<file path="src/hw/rtl/ccd_pkg.sv">
`timescale 1ns / 1ps

package ccd_pkg;

    // Sizing
    localparam int NUM_DENOMS  = 9;
    localparam int COUNT_WIDTH = 16;
    localparam int SLOT_W      = 4;
    localparam int IDX_W       = (NUM_DENOMS > 1) ? $clog2(NUM_DENOMS) : 1;
    localparam int AMT_W       = 16;
    localparam int DENOM_W     = 11;
    localparam int RECIP_SHIFT = 24;
    localparam int RECIP_W     = RECIP_SHIFT + 1;
    localparam int PROD_W      = AMT_W + RECIP_W;
    localparam int QV_W        = AMT_W + DENOM_W;

    localparam logic [COUNT_WIDTH-1:0] COUNT_MAX = '1;
    localparam logic [AMT_W-1:0]       AMT_MAX   = '1;

    // Command queue between front and back
    localparam int QUEUE_DEPTH = 4;
    localparam int QPTR_W      = $clog2(QUEUE_DEPTH);

    // Configuration space
    localparam int              PADDR_W         = 3;
    localparam int              PDATA_W         = 32;
    localparam logic            REG_IDX_MAX_PAY = 1'b0;
    localparam logic [AMT_W-1:0] MAX_PAY_RESET  = 16'd2000;

    typedef enum logic [1:0] {
        REQ_INSERT = 2'd0,
        REQ_PAY    = 2'd1,
        REQ_LOAD   = 2'd2
    } t_req;

    typedef enum logic [2:0] {
        STAT_INSERTED    = 3'd0,
        STAT_DISPENSE    = 3'd1,
        STAT_OVER_LIMIT  = 3'd2,
        STAT_UNDERPAID   = 3'd3,
        STAT_CHANGE_DONE = 3'd4,
        STAT_LOADED      = 3'd5
    } t_status;

    typedef enum logic [2:0] {
        BS_IDLE,
        BS_EXEC,
        BS_MUL,
        BS_QV,
        BS_FIX,
        BS_DONE
    } t_bstate;

    // Classified command: value is amount due for pay, new stock for load
    typedef struct packed {
        t_req              op;
        logic [SLOT_W-1:0] slot;
        logic              slot_ok;
        logic [AMT_W-1:0]  value;
    } t_cmd;

    typedef struct packed {
        t_status            status;
        logic [SLOT_W-1:0]  out_denom;
        logic [AMT_W-1:0]   piece_count;
        logic [AMT_W-1:0]   amount_cents;
        logic               last;
    } t_result;

    // Face value of each slot in cents
    function automatic logic [DENOM_W-1:0] denom_value(input logic [IDX_W-1:0] idx);
        logic [DENOM_W-1:0] v;
        case (idx)
            IDX_W'(0): v = 11'd1000;
            IDX_W'(1): v = 11'd500;
            IDX_W'(2): v = 11'd100;
            IDX_W'(3): v = 11'd100;
            IDX_W'(4): v = 11'd50;
            IDX_W'(5): v = 11'd25;
            IDX_W'(6): v = 11'd10;
            IDX_W'(7): v = 11'd5;
            IDX_W'(8): v = 11'd1;
            default:   v = '0;
        endcase
        return v;
    endfunction

    // floor(2^RECIP_SHIFT / value), for quotient estimation
    function automatic logic [RECIP_W-1:0] denom_recip(input logic [IDX_W-1:0] idx);
        logic [RECIP_W-1:0] r;
        case (idx)
            IDX_W'(0): r = 25'd16777;
            IDX_W'(1): r = 25'd33554;
            IDX_W'(2): r = 25'd167772;
            IDX_W'(3): r = 25'd167772;
            IDX_W'(4): r = 25'd335544;
            IDX_W'(5): r = 25'd671088;
            IDX_W'(6): r = 25'd1677721;
            IDX_W'(7): r = 25'd3355443;
            IDX_W'(8): r = 25'd16777216;
            default:   r = '0;
        endcase
        return r;
    endfunction

endpackage

</file>
<file path="src/hw/rtl/coin_change_dispenser.sv">
`timescale 1ns / 1ps
// Coin changer over nine fixed denomination slots, amounts in cents.
// Input channel (i_valid / o_stall): insert a piece, load a slot's stock, or pay.
// Output channel (o_valid / i_stall): one result transfer for insert and load,
// for pay either a reject, or dispense lines followed by a change-done item.
// o_last marks the final result of each request; unknown requests give none.
// An insert or load result passes the input register, the command queue and the
// sequencer's command register on its way to the result register. A pay request
// walks the nine slots, each by reciprocal multiply, quotient times value, then
// correction and stock check. The sequencer takes no new request until it is idle.
// A 4-entry command queue sits between the input register and the sequencer,
// so requests keep being taken while a pay is in progress.
// When the receiver stalls, the result register holds and the sequencer waits
// at its next result; the queue fills and then o_stall rises.
// Reset (synchronous, active low) clears stock, received total and all queues,
// and sets the limit register max_payment_cents (byte address 0) to 2000.

module coin_change_dispenser (
    input  logic                        i_clk,
    input  logic                        i_rst_n,
    input  logic                        i_valid,
    output logic                        o_stall,
    input  logic [1:0]                  i_req_type,
    input  logic [ccd_pkg::SLOT_W-1:0]  i_denom_index,
    input  logic [ccd_pkg::AMT_W-1:0]   i_amount_due,
    input  logic [ccd_pkg::AMT_W-1:0]   i_load_count,
    output logic                        o_valid,
    input  logic                        i_stall,
    output logic [2:0]                  o_status,
    output logic [ccd_pkg::SLOT_W-1:0]  o_out_denom,
    output logic [ccd_pkg::AMT_W-1:0]   o_piece_count,
    output logic [ccd_pkg::AMT_W-1:0]   o_amount_cents,
    output logic                        o_last,
    input  logic                        psel,
    input  logic                        penable,
    input  logic                        pwrite,
    input  logic [ccd_pkg::PADDR_W-1:0] paddr,
    input  logic [ccd_pkg::PDATA_W-1:0] pwdata,
    output logic [ccd_pkg::PDATA_W-1:0] prdata,
    output logic                        pready
);

    logic [ccd_pkg::AMT_W-1:0] r_max_pay;
    logic                      reg_hit;
    logic                      q_push, q_full, q_pop, q_empty;
    ccd_pkg::t_cmd             push_cmd, head_cmd;
    ccd_pkg::t_result          res;

    // Configuration port
    assign pready  = 1'b1;
    assign reg_hit = (paddr[2] == ccd_pkg::REG_IDX_MAX_PAY);
    assign prdata  = reg_hit ? ccd_pkg::PDATA_W'(r_max_pay) : '0;

    always_ff @(posedge i_clk) begin
        if (!i_rst_n) begin
            r_max_pay <= ccd_pkg::MAX_PAY_RESET;
        end else if (psel && penable && pwrite && pready && reg_hit) begin
            r_max_pay <= pwdata[ccd_pkg::AMT_W-1:0];
        end
    end

    ccd_front u_front (
        .i_clk         (i_clk),
        .i_rst_n       (i_rst_n),
        .i_valid       (i_valid),
        .o_stall       (o_stall),
        .i_req_type    (i_req_type),
        .i_denom_index (i_denom_index),
        .i_amount_due  (i_amount_due),
        .i_load_count  (i_load_count),
        .o_push        (q_push),
        .o_cmd         (push_cmd),
        .i_full        (q_full)
    );

    ccd_queue u_queue (
        .i_clk   (i_clk),
        .i_rst_n (i_rst_n),
        .i_push  (q_push),
        .i_cmd   (push_cmd),
        .o_full  (q_full),
        .i_pop   (q_pop),
        .o_empty (q_empty),
        .o_cmd   (head_cmd)
    );

    ccd_back u_back (
        .i_clk     (i_clk),
        .i_rst_n   (i_rst_n),
        .i_empty   (q_empty),
        .i_cmd     (head_cmd),
        .o_pop     (q_pop),
        .i_max_pay (r_max_pay),
        .o_valid   (o_valid),
        .i_stall   (i_stall),
        .o_res     (res)
    );

    // Result fields
    assign o_status       = res.status;
    assign o_out_denom    = res.out_denom;
    assign o_piece_count  = res.piece_count;
    assign o_amount_cents = res.amount_cents;
    assign o_last         = res.last;

endmodule

</file>
<file path="src/hw/rtl/ccd_front.sv">
`timescale 1ns / 1ps

module ccd_front (
    input  logic                       i_clk,
    input  logic                       i_rst_n,
    input  logic                       i_valid,
    output logic                       o_stall,
    input  logic [1:0]                 i_req_type,
    input  logic [ccd_pkg::SLOT_W-1:0] i_denom_index,
    input  logic [ccd_pkg::AMT_W-1:0]  i_amount_due,
    input  logic [ccd_pkg::AMT_W-1:0]  i_load_count,
    output logic                       o_push,
    output ccd_pkg::t_cmd              o_cmd,
    input  logic                       i_full
);

    logic          r_valid, n_valid;
    ccd_pkg::t_cmd r_cmd, n_cmd;
    logic          accept;
    logic          known;

    // Input register, held while the queue is full
    assign o_stall = r_valid && i_full;
    assign accept  = i_valid && !o_stall;
    assign o_push  = r_valid && !i_full;
    assign o_cmd   = r_cmd;

    // Classify: unknown requests are taken and dropped
    always_comb begin
        known = (i_req_type == ccd_pkg::REQ_INSERT) || (i_req_type == ccd_pkg::REQ_PAY)
             || (i_req_type == ccd_pkg::REQ_LOAD);
        n_cmd         = r_cmd;
        n_cmd.op      = ccd_pkg::t_req'(i_req_type);
        n_cmd.slot    = i_denom_index;
        n_cmd.slot_ok = int'(i_denom_index) < ccd_pkg::NUM_DENOMS;
        n_cmd.value   = (i_req_type == ccd_pkg::REQ_PAY) ? i_amount_due : i_load_count;
        if (accept) begin
            n_valid = known;
        end else if (o_push) begin
            n_valid = 1'b0;
        end else begin
            n_valid = r_valid;
        end
    end

    always_ff @(posedge i_clk) begin
        if (!i_rst_n) begin
            r_valid <= 1'b0;
        end else begin
            r_valid <= n_valid;
        end
    end

    always_ff @(posedge i_clk) begin
        if (accept) begin
            r_cmd <= n_cmd;
        end
    end

endmodule

</file>
<file path="src/hw/rtl/ccd_queue.sv">
`timescale 1ns / 1ps

module ccd_queue (
    input  logic          i_clk,
    input  logic          i_rst_n,
    input  logic          i_push,
    input  ccd_pkg::t_cmd i_cmd,
    output logic          o_full,
    input  logic          i_pop,
    output logic          o_empty,
    output ccd_pkg::t_cmd o_cmd
);

    ccd_pkg::t_cmd                r_mem [ccd_pkg::QUEUE_DEPTH];
    logic [ccd_pkg::QPTR_W-1:0]   r_wr_ptr, r_rd_ptr;
    logic [ccd_pkg::QPTR_W:0]     r_count;
    logic                         do_push, do_pop;

    assign o_full  = (r_count == (ccd_pkg::QPTR_W+1)'(ccd_pkg::QUEUE_DEPTH));
    assign o_empty = (r_count == '0);
    assign o_cmd   = r_mem[r_rd_ptr];
    assign do_push = i_push && !o_full;
    assign do_pop  = i_pop && !o_empty;

    // Pointers and fill level
    always_ff @(posedge i_clk) begin
        if (!i_rst_n) begin
            r_wr_ptr <= '0;
            r_rd_ptr <= '0;
            r_count  <= '0;
        end else begin
            if (do_push) begin
                r_wr_ptr <= r_wr_ptr + 1'b1;
            end
            if (do_pop) begin
                r_rd_ptr <= r_rd_ptr + 1'b1;
            end
            if (do_push && !do_pop) begin
                r_count <= r_count + 1'b1;
            end else if (do_pop && !do_push) begin
                r_count <= r_count - 1'b1;
            end
        end
    end

    // Storage
    always_ff @(posedge i_clk) begin
        if (do_push) begin
            r_mem[r_wr_ptr] <= i_cmd;
        end
    end

endmodule

</file>
<file path="src/hw/rtl/ccd_back.sv">
`timescale 1ns / 1ps

module ccd_back (
    input  logic                      i_clk,
    input  logic                      i_rst_n,
    input  logic                      i_empty,
    input  ccd_pkg::t_cmd             i_cmd,
    output logic                      o_pop,
    input  logic [ccd_pkg::AMT_W-1:0] i_max_pay,
    output logic                      o_valid,
    input  logic                      i_stall,
    output ccd_pkg::t_result          o_res
);

    localparam int CW = ccd_pkg::COUNT_WIDTH;
    localparam int AW = ccd_pkg::AMT_W;
    localparam int XW = (CW > AW) ? CW : AW;

    ccd_pkg::t_bstate             r_state, n_state;
    ccd_pkg::t_cmd                r_cmd, n_cmd;
    logic [ccd_pkg::IDX_W-1:0]    r_slot, n_slot;
    logic [AW-1:0]                r_total, n_total;
    logic [AW-1:0]                r_change, n_change;
    logic [ccd_pkg::PROD_W-1:0]   r_prod, n_prod;
    logic [AW-1:0]                r_q, n_q;
    logic [AW-1:0]                r_qv, n_qv;
    logic [CW-1:0]                r_stock [ccd_pkg::NUM_DENOMS];
    logic                         r_out_valid;
    ccd_pkg::t_result             r_res;

    logic                         out_free;
    logic                         emit;
    ccd_pkg::t_result             res;
    logic                         stock_we;
    logic [CW-1:0]                stock_wdata;
    logic [CW-1:0]                stock_rd;
    logic [ccd_pkg::DENOM_W-1:0]  denom;
    logic [AW:0]                  sum;
    logic [AW-1:0]                q_est;
    logic [ccd_pkg::QV_W-1:0]     qv_full;
    logic [AW-1:0]                rem;
    logic [AW-1:0]                q_fix;
    logic                         take;

    assign out_free = !r_out_valid || !i_stall;
    assign stock_rd = r_stock[r_slot];
    assign denom    = ccd_pkg::denom_value(r_slot);
    assign o_valid  = r_out_valid;
    assign o_res    = r_res;

    // Sequencer: simple requests in one step, pay walks the slots
    always_comb begin
        n_state     = r_state;
        n_cmd       = r_cmd;
        n_slot      = r_slot;
        n_total     = r_total;
        n_change    = r_change;
        n_prod      = r_prod;
        n_q         = r_q;
        n_qv        = r_qv;
        o_pop       = 1'b0;
        emit        = 1'b0;
        res         = '0;
        stock_we    = 1'b0;
        stock_wdata = stock_rd;
        sum         = {1'b0, r_total} + (AW+1)'(denom);
        q_est       = AW'(r_prod >> ccd_pkg::RECIP_SHIFT);
        qv_full     = ccd_pkg::QV_W'(q_est) * ccd_pkg::QV_W'(denom);
        rem         = r_change - r_qv;
        q_fix       = r_q;
        if ((denom != '0) && (rem >= AW'(denom))) begin
            q_fix = r_q + 1'b1;
            rem   = rem - AW'(denom);
        end
        take = (q_fix != '0) && (XW'(q_fix) <= XW'(stock_rd));

        case (r_state)
            ccd_pkg::BS_IDLE: begin
                if (!i_empty) begin
                    o_pop   = 1'b1;
                    n_cmd   = i_cmd;
                    n_slot  = i_cmd.slot_ok ? ccd_pkg::IDX_W'(i_cmd.slot) : '0;
                    n_state = ccd_pkg::BS_EXEC;
                end
            end
            ccd_pkg::BS_EXEC: begin
                if (out_free) begin
                    n_state          = ccd_pkg::BS_IDLE;
                    res.out_denom    = r_cmd.slot;
                    res.amount_cents = r_total;
                    res.last         = 1'b1;
                    case (r_cmd.op)
                        ccd_pkg::REQ_INSERT: begin
                            emit       = 1'b1;
                            res.status = ccd_pkg::STAT_INSERTED;
                            if (r_cmd.slot_ok) begin
                                // saturating total, saturating stock
                                n_total          = sum[AW] ? ccd_pkg::AMT_MAX : sum[AW-1:0];
                                stock_we         = 1'b1;
                                stock_wdata      = (stock_rd == ccd_pkg::COUNT_MAX) ?
                                                   stock_rd : stock_rd + 1'b1;
                                res.piece_count  = AW'(stock_wdata);
                                res.amount_cents = n_total;
                            end
                        end
                        ccd_pkg::REQ_LOAD: begin
                            emit       = 1'b1;
                            res.status = ccd_pkg::STAT_LOADED;
                            if (r_cmd.slot_ok) begin
                                stock_we        = 1'b1;
                                stock_wdata     = CW'(r_cmd.value);
                                res.piece_count = AW'(stock_wdata);
                            end
                        end
                        ccd_pkg::REQ_PAY: begin
                            n_total       = '0;
                            res.out_denom = '0;
                            if (r_total > i_max_pay) begin
                                emit       = 1'b1;
                                res.status = ccd_pkg::STAT_OVER_LIMIT;
                            end else if (r_total < r_cmd.value) begin
                                emit       = 1'b1;
                                res.status = ccd_pkg::STAT_UNDERPAID;
                            end else begin
                                n_change = r_total - r_cmd.value;
                                n_slot   = '0;
                                n_state  = ccd_pkg::BS_MUL;
                            end
                        end
                        default: begin
                            n_state = ccd_pkg::BS_IDLE;
                        end
                    endcase
                end
            end
            // quotient estimate by reciprocal
            ccd_pkg::BS_MUL: begin
                n_prod  = ccd_pkg::PROD_W'(r_change) * ccd_pkg::PROD_W'(
                          ccd_pkg::denom_recip(r_slot));
                n_state = ccd_pkg::BS_QV;
            end
            ccd_pkg::BS_QV: begin
                n_q     = q_est;
                n_qv    = qv_full[AW-1:0];
                n_state = ccd_pkg::BS_FIX;
            end
            // correct by one, check stock, hand out the line
            ccd_pkg::BS_FIX: begin
                if (!take || out_free) begin
                    if (take) begin
                        stock_we         = 1'b1;
                        stock_wdata      = stock_rd - CW'(q_fix);
                        n_change         = rem;
                        emit             = 1'b1;
                        res.status       = ccd_pkg::STAT_DISPENSE;
                        res.out_denom    = ccd_pkg::SLOT_W'(r_slot);
                        res.piece_count  = q_fix;
                        res.amount_cents = rem;
                        res.last         = 1'b0;
                    end
                    if (r_slot == ccd_pkg::IDX_W'(ccd_pkg::NUM_DENOMS - 1)) begin
                        n_state = ccd_pkg::BS_DONE;
                    end else begin
                        n_slot  = r_slot + 1'b1;
                        n_state = ccd_pkg::BS_MUL;
                    end
                end
            end
            ccd_pkg::BS_DONE: begin
                if (out_free) begin
                    emit             = 1'b1;
                    res.status       = ccd_pkg::STAT_CHANGE_DONE;
                    res.amount_cents = r_change;
                    res.last         = 1'b1;
                    n_state          = ccd_pkg::BS_IDLE;
                end
            end
            default: begin
                n_state = ccd_pkg::BS_IDLE;
            end
        endcase
    end

    // Control state, totals and stock
    always_ff @(posedge i_clk) begin
        if (!i_rst_n) begin
            r_state     <= ccd_pkg::BS_IDLE;
            r_total     <= '0;
            r_out_valid <= 1'b0;
            for (int i = 0; i < ccd_pkg::NUM_DENOMS; i++) begin
                r_stock[i] <= '0;
            end
        end else begin
            r_state <= n_state;
            r_total <= n_total;
            if (stock_we) begin
                r_stock[r_slot] <= stock_wdata;
            end
            if (emit) begin
                r_out_valid <= 1'b1;
            end else if (!i_stall) begin
                r_out_valid <= 1'b0;
            end
        end
    end

    // Working registers
    always_ff @(posedge i_clk) begin
        r_cmd    <= n_cmd;
        r_slot   <= n_slot;
        r_change <= n_change;
        r_prod   <= n_prod;
        r_q      <= n_q;
        r_qv     <= n_qv;
        if (emit) begin
            r_res <= res;
        end
    end

endmodule

</file>
<file path="config.mk">
export PLATFORM = sky130hd
export DESIGN_NAME = coin_change_dispenser
export DESIGN_NICKNAME = d
export VERILOG_FILES = /design/src/hw/rtl/ccd_pkg.sv /design/src/hw/rtl/coin_change_dispenser.sv /design/src/hw/rtl/ccd_front.sv /design/src/hw/rtl/ccd_queue.sv /design/src/hw/rtl/ccd_back.sv
export SDC_FILE = /design/constraint.sdc
export NUM_CORES = 2
export LEC_CHECK = 0
export BUFFER_PORTS_ARGS = -buffer_cell sky130_fd_sc_hd__buf_2
export CAP_MARGIN = 20
export CELL_PAD_IN_SITES_DETAIL_PLACEMENT = 0
export CELL_PAD_IN_SITES_GLOBAL_PLACEMENT = 1
export CORE_MARGIN = 2
export CORE_UTILIZATION = 35
export CTS_CLUSTER_DIAMETER = 50
export CTS_CLUSTER_SIZE = 28
export DETAILED_ROUTE_END_ITERATION = 12
export PLACE_DENSITY_LB_ADDON = 0.1
export SLEW_MARGIN = 0
export SYNTH_ARGS = -nofsm -noshare
export SYNTH_HDL_FRONTEND = slang
export SYNTH_SLANG_ARGS = --single-unit
export TNS_END_PERCENT = 30
</file>
<file path="constraint.sdc">
create_clock -name i_clk -period 10.87 [get_ports i_clk]
set_clock_uncertainty 0.2 [all_clocks]
set_input_delay 1.6305 -clock i_clk [delete_from_list [all_inputs] [get_ports i_clk]]
set_output_delay 1.6305 -clock i_clk [all_outputs]
set_load 0.02 [all_outputs]
</file>
-- After elaboration in Yosys (flattened, before gate mapping)
Memories as Yosys holds them, arrays and structs flattened. A register that Yosys moved wholly into a read port is not among the register bits.
Index checks and enable logic that the tools add are counted.
- flip-flop bits (word level): 222
- memory bits (writable): 236
- bits in read-only memories: 528
- input port bits: 80
- output and inout bits: 75
- memories kept: 4
- $add $sub $neg: 12
- multiply operators: 2
- order comparisons: 5
- equal/unequal tests: 23
- muxes and demuxes: 91
- bitwise gates (word level): 2
- reduce and logical (&&, ||, !) cells: 42
- memories (name ; depth ; width ; rd ports ; clocked after memory_dff ; write ports ; RTL line ; source):
    (name not given) ; 16 ; 23 ; 1 ; 1 ; 0 ; ccd_pkg.sv:91 ; case (idx)
    (name not given) ; 16 ; 10 ; 1 ; 1 ; 0 ; ccd_pkg.sv:73 ; case (idx)
    u_back.r_stock ; 9 ; 16 ; 1 ; 1 ; 9 ; ccd_back.sv:27 ; logic [CW-1:0] r_stock [ccd_pkg::NUM_DENOMS];
    u_queue.r_mem ; 4 ; 23 ; 1 ; 1 ; 1 ; ccd_queue.sv:14 ; ccd_pkg::t_cmd r_mem [ccd_pkg::QUEUE_DEPTH];
- operator list (operator ; number):
    two-way mux 16 bit ; 21
    case mux 16 bit (2 select lines) ; 5
    two-way mux 40 bit ; 2
    two-way mux 4 bit ; 13
    case mux 17 bit (3 select lines) ; 1
    subtractor 16 bit ; 3
    multiplier 16 x 25 -> 40 bit ; 1
    case mux 20 bit (2 select lines) ; 1
    two-way mux 38 bit ; 1
    adder 16 x 1 -> 16 bit, second input constant ; 2
    two-way mux 32 bit ; 1
    two-way mux 3 bit ; 10
    two-way mux 25 bit ; 1
    two-way mux 1 bit ; 22
    case mux 3 bit (6 select lines) ; 1
    adder 16 x 11 -> 17 bit ; 1
    two-way mux 17 bit ; 1
    equality test 16 bit, second input constant ; 1
    greater-or-equal comparator 16 x 11 -> 1 bit ; 1
    > comparator 16 bit ; 1
    <= comparator 16 bit ; 1
    less-than comparator 16 bit ; 1
    multiplier 16 x 11 -> 16 bit ; 1
    nonzero test 16 bit ; 1
    other kinds (35) ; 83

-- Depth between registers and ports, before layout
- depth after elaboration: 15
- depth in mapped cells: 41
- mapped depth without buffers: 37

-- Modules after synthesis
From an unflattened synthesis, not the netlist that was laid out.
- cells, all modules: 3955
- area total of the unflattened synthesis: 43456.7 sq um
- modules (own cells, without submodules) (module ; instances ; cells an instance ; area an instance (sq um) ; seq. area each (sq um)):
    ccd_back ; 1 ; 3632 ; 37673.6 ; 12722.2
    ccd_queue ; 1 ; 168 ; 3831.2 ; 2942.8
    ccd_front ; 1 ; 49 ; 1014.7 ; 710.7
    coin_change_dispenser ; 1 ; 106 ; 937.1 ; 320.3

-- Least setup slack after synthesis
Ideal clock, no wire load.
- path type: register -> register
- start point: reg u_back.r_change[0]
- end point: mem u_back.r_stock[10][8] in the netlist's numbering (data pin)
- setup time: 300 ps
- arrival: 8093 ps
- required time: 10370 ps
- setup slack: 2276 ps
- stages on the path, launching flop included: 38
- buffers on the path: 5
- clock period less this slack: 8594 ps
- cells stage by stage: edfxtp_1 > clkbuf_1 > inv_1 > ha_1 > inv_1 > fa_1 > a21o_1 > a21oi_1 > xnor2_1 > ha_1 > a21o_1 > a221oi_1 > a21oi_1 > o221a_2 > nor3_1 > and3b_1 > buf_2 > a21o_4 > [... 2 more ...] > xnor2_1 > ha_1 > inv_1 > fa_1 > a21o_1 > a21oi_1 > o21bai_1 > a21oi_1 > o21bai_1 > a31o_2 > a221o_1 > nor4_1 > nor3_1 > o211ai_2 > buf_4 > mux2_1 > a221oi_2 > inv_1
- RTL lines (element ; RTL line ; source):
    from (decl) ; ccd_back.sv:23 ; logic [AW-1:0] r_change, n_change;
    from (signal assigned) ; ccd_back.sv:211 ; r_change <= n_change;
    to (decl) ; ccd_back.sv:27 ;

-- Worst setup path in the final report
- start point: reg u_back.r_change[0]
- end point: reg u_back.r_res (netlist bit u_back.o_res[26]), enable pin
- cells in the longest elaborated chain, start to end: 10
- elaborated cells on any way between the ends: 12
- those cells by class: add/sub (1); order compare (2); mux (4); reduce/logical (5)
- ends and longest elaborated chain (element ; RTL line ; source):
    subtractor 16 bit * ; ccd_back.sv:69 ; rem = r_change - r_qv;
    greater-or-equal comparator 16 x 11 -> 1 bit * ; ccd_back.sv:71 ; if ((denom != '0) && (rem >= AW'(denom))) begin
    logical AND 1 bit * ; ccd_back.sv:71 ;
    two-way mux 16 bit * ; ccd_back.sv:71 ;
    <= comparator 16 bit / nonzero test 16 bit (equally long branches) ; ccd_back.sv:75 ; take = (q_fix != '0) && (XW'(q_fix) <= XW'(stock_rd));
    logical AND 1 bit * ; ccd_back.sv:75 ;
    logical NOT 1 bit ; ccd_back.sv:149 ; if (!take || out_free) begin
    logical OR 1 bit ; ccd_back.sv:149 ;
    two-way mux 1 bit * ; ccd_back.sv:149 ;
    case mux 1 bit (3 select lines) * ; ccd_back.sv:77 ; case (r_state)
    named net u_back.emit ; ccd_back.sv:32 ; logic emit;
    to (signal assigned) ; ccd_back.sv:216 ; r_res <= res;
    to (decl) ; ccd_back.sv:29 ; ccd_pkg::t_result r_res;
Mark *: on every way through the listed nets, which the timed path passes. The rest lies on a longest branch.
A chain may end at the register's enable or synchronous reset.

==> impl_metrics.sql <==
INSERT INTO impl_metrics (metric_group, metric, value, unit) VALUES
('die', 'start_util', '35.3', '%'),
('logic_synthesis', 'yosys_most_used_dff', 'sky130_fd_sc_hd__edfxtp_1', ''),
('grt', 'grt_max_degree', '65', ''),
('clock_network', 'worst_skew_pair.late_latency', '0.64', 'ns'),
('setup_path', 'cp-end-kind', 'register', ''),
('finish', 'finish.instance_area', '47600', 'um2'),
('timing', 'fmax', '107', 'MHz'),
('logic_synthesis', 'avgSynthCellArea', '11.2', 'um2'),
('grt', 'total_routing_usage_reported_by_global_routing', '20.1', '%'),
('setup_path', 'cpLargestDelayFamily', 'compound AO/OA/AOI/OAI gates', ''),
('power', 'irDropWorstVdd', '0.301', 'mV'),
('worst_hold_path', 'timing.hold.worst_path_depth', '2', ''),
('logic_synthesis', 'synthesis.area', '42500', 'um2'),
('setup_path', 'timing_worst_setup_path_type', 'register to register', ''),
('setup_path', 'r2r.worst_path.cells', '32', ''),
('clock_network', 'ctsLongestPathBuffers', '3', ''),
('power', 'sw_frac_of_total', '46.5', '%'),
('logic_synthesis', 'post_synth_num_cell_types', '85', ''),
('timing', 'setup_total_negative_slack', '0', 'ns'),
('logic_synthesis', 'yosysTopAreaCellShare', '35.5', '%'),
('setup_path', 'critPathSlowestCell', 'sky130_fd_sc_hd__or2_2', ''),
('setup_path', 'timing.reg2reg.setup_slack', '1.56', 'ns'),
('clock_network', 'cts_inserted_buffers', '71', ''),
('die', 'boundaryPins', '155', ''),
('clock_network', 'tritoncts_clock_tree', 'yes', ''),
('placed_design', 'gp_congestion', '0.848', ''),
('logic_synthesis', 'top_post_synthesis_cells_by_area', 'sky130_fd_sc_hd__edfxtp_1, sky130_fd_sc_hd__fa_1, sky130_fd_sc_hd__ha_1', ''),
('route', 'drt-pass1-iter-count', '7', ''),
('finish', 'drive_gt1_share', '12.6', '%'),
('finish', 'regArea', '16700', 'um2'),
('setup_path', 'critical_path.n_buffers_inverters', '4', ''),
('logic_synthesis', 'ys_ff_latch', '583', ''),
('timing', 'timing_hold_violations_final', '0', ''),
('route', 'drt_drc_violations_left', '0', ''),
('setup_path', 'start_kind', 'register', ''),
('finish', 'num-nets-final', '4614', ''),
('route', 'vias_per_cell', '5.04', ''),
('placed_design', 'placed_cell_area', '45000', 'um2'),
('die', 'row_count', '127', ''),
('timing', 'finalMaxSlewViolations', '0', ''),
('timing', 'max_slew.worst_pin.slew', '1.07', 'ns'),
('timing', 'timing.final.crit_period', '9.31', 'ns'),
('logic_synthesis', 'synth_edf_count', '502', ''),
('finish', 'areaGrowthSynthToFinish', '12.0', '%'),
('setup_path', 'max_stage_delay', '0.63', 'ns'),
('power', 'seqPwrFrac', '20.4', '%'),
('worst_hold_path', 'timing.hold.worst_endpoint', 'r_max_pay[3]', ''),
('grt', 'wire_length_of_the_first_global_routing_pass', '189', 'mm'),
('run_status', 'result_of_the_run', 'complete, no violations', ''),
('route', 'via_count', '28100', ''),
('logic_synthesis', 'syn_inst', '3797', ''),
('logic_synthesis', 'synth.yosys.seq_area_share', '39.3', '%'),
('timing', 'rsz0062_at_grt', 'no', ''),
('worst_hold_path', 'tightest_hold_check_type', 'register to register', ''),
('die', 'floorplan.die_area', '124000', 'um2'),
('setup_path', 'crit-reg2reg-capture', 'u_back.o_res[26]', ''),
('timing', 'setup_viol_count_final', '0', ''),
('power', 'p_int', '9.21', 'mW'),
('setup_path', 'timing.critical_path.required', '10.97', 'ns'),
('timing', 'max_slew_margin', '28.2', '%'),
('clock_network', 'cts.sink_count', '583', ''),
('setup_path', 'critical_path.reg2reg.startpoint', 'u_back.r_change[0]', ''),
('route', 'routed_wl', '124', 'mm'),
('worst_hold_path', 'hold_path.startpoint', 'r_max_pay[3]', ''),
('grt', 'antenna_found_initial', '5', ''),
('finish', 'nFillCells', '11800', ''),
('timing', 'period_share', '85.7', '%'),
('placed_design', 'placement.io_buffers', '119', ''),
('power', 'clock_power_share', '14.4', '%'),
('clock_network', 'clock_tree.htree_level_count', '3', ''),
('run', 'count_of_maximum_capacitance_violations', '0', '');
per-stage QoR:
| stage | hold slack, ns | power [mW] | setup slack, ns | util [%] | cells |
|---|---|---|---|---|---|
| 3_3_place_gp | 0.254 | 15.0 | 1.55 | 37.5 | 5455 |
| 2_1_floorplan | 0.227 | 11.5 | 2.28 | - | 3812 |
| 6_report | 0.264 | 17.2 | 1.56 | 39.6 | 5586 |
| 5_1_grt | 0.293 | 19.2 | 0.986 | 39.6 | 5585 |
| 3_5_place_dp | 0.260 | 14.9 | 1.57 | 37.5 | 5455 |
| 4_1_cts | 0.268 | 17.6 | 1.49 | 39.6 | 5585 |
registers in the layout, summed over array words and instances, names as in the netlist, named ones only:
signal and count:
u_back.denom 9, u_queue.r_mem 92, u_queue.r_wr_ptr 2, u_queue.r_count 3, u_back.r_total 16, u_back.r_q 16, u_back.r_slot 4, u_back.o_res 40
u_back.r_prod 16, r_max_pay 16, u_back.r_cmd 23, u_back.r_state 3, u_back.r_change 16, u_front.r_valid 1, u_queue.r_rd_ptr 2, u_back.r_stock 256
u_back.o_valid 1, u_front.o_cmd 23, u_back.r_qv 16
cell usage after synthesis, drive strengths merged (18+ instances only):
master	number
dfxtp	81
nor2b	32
clkbuf	118
buf	52
ha	253
nor2	272
nand4	18
xnor2	95
o211ai	18
a21o	35
o21a	23
mux2i	48
nor3	41
xor2	39
mux4	95
nand2	461
a21boi	29
nand3	30
o21ai	112
a21oi	111
fa	365
and2	217
and3	19
edfxtp	502
inv	514
a211oi	22
mux2	33
logic make-up (layout without fill, tap and decap cells):
| family | count (synthesis) | in the layout | share of synthesized area, % |
|---|---|---|---|
| adder cells (fa/ha/maj) | 618 | 618 | 24.7 |
| AO/OA/AOI/OAI | 450 | 450 | 7.13 |
| multiplexers | 176 | 176 | 7.06 |
| flip-flops | 583 | 583 | 39.3 |
| other | 2 | 18 | 0.0177 |
| buffers and inverters | 684 | 845 | 6.31 |
| AND/OR/NAND/NOR | 1150 | 1150 | 12.7 |
| XOR/XNOR | 134 | 134 | 2.76 |
layout make-up:
| type | instances | share of cell area [%] |
|---|---|---|
| clock buffer | 74 | 3.85 |
| multi-input combinational | 2545 | 48.7 |
| tap | 1612 | 4.24 |
| sequential | 583 | 35.1 |
| timing repair buffer | 201 | 2.55 |
| antenna | 1 | 0.00526 |
| inverter | 514 | 4.06 |
| clock inverter | 56 | 1.46 |
worst register-to-register path: cells and delay by family, from the launching register on:
family / cells / cell delay (ns)
adders and majority gates: 5 / 1.57
xor gates and xnor gates: 2 / 0.44
and+or+nand+nor: 7 / 2.29
buffers and inverters: 4 / 0.62
DFF: 1 / 0.38
AOI/OAI and AO/OA: 14 / 3.47
power by group through the flow:
stage | Combinational (mW) | Clock (mW) | Sequential [mW]
after floorplan | 8.27 | 0 | 3.25
after global placement | 11.4 | 0 | 3.57
after detailed placement | 11.3 | 0 | 3.57
after CTS | 11.5 | 2.55 | 3.53
after global routing | 13.0 | 2.63 | 3.55
final | 11.2 | 2.48 | 3.52
routing by layer:
metal,track usage [%],share of wire (%)
met1,27.7,45
met2,34.2,49
met3,2.12,3.7
met4,4.48,1.9
met5,0,0
worst max-delay path by stage:
stage	start	cells after the start	endpoint
4_1_cts	u_back.r_change[0]	32	u_back.o_res[26]
3_3_place_gp	u_back.r_change[0]	30	u_back.o_res[31]
2_1_floorplan	u_back.r_change[0]	37	u_back.r_stock[10][8]
3_5_place_dp	u_back.r_change[0]	32	u_back.o_res[28]
6_report	u_back.r_change[0]	32	u_back.o_res[26]
5_1_grt	u_back.r_change[0]	32	u_back.o_res[26]
No activity file was read; power rests on OpenSTA's default activity.
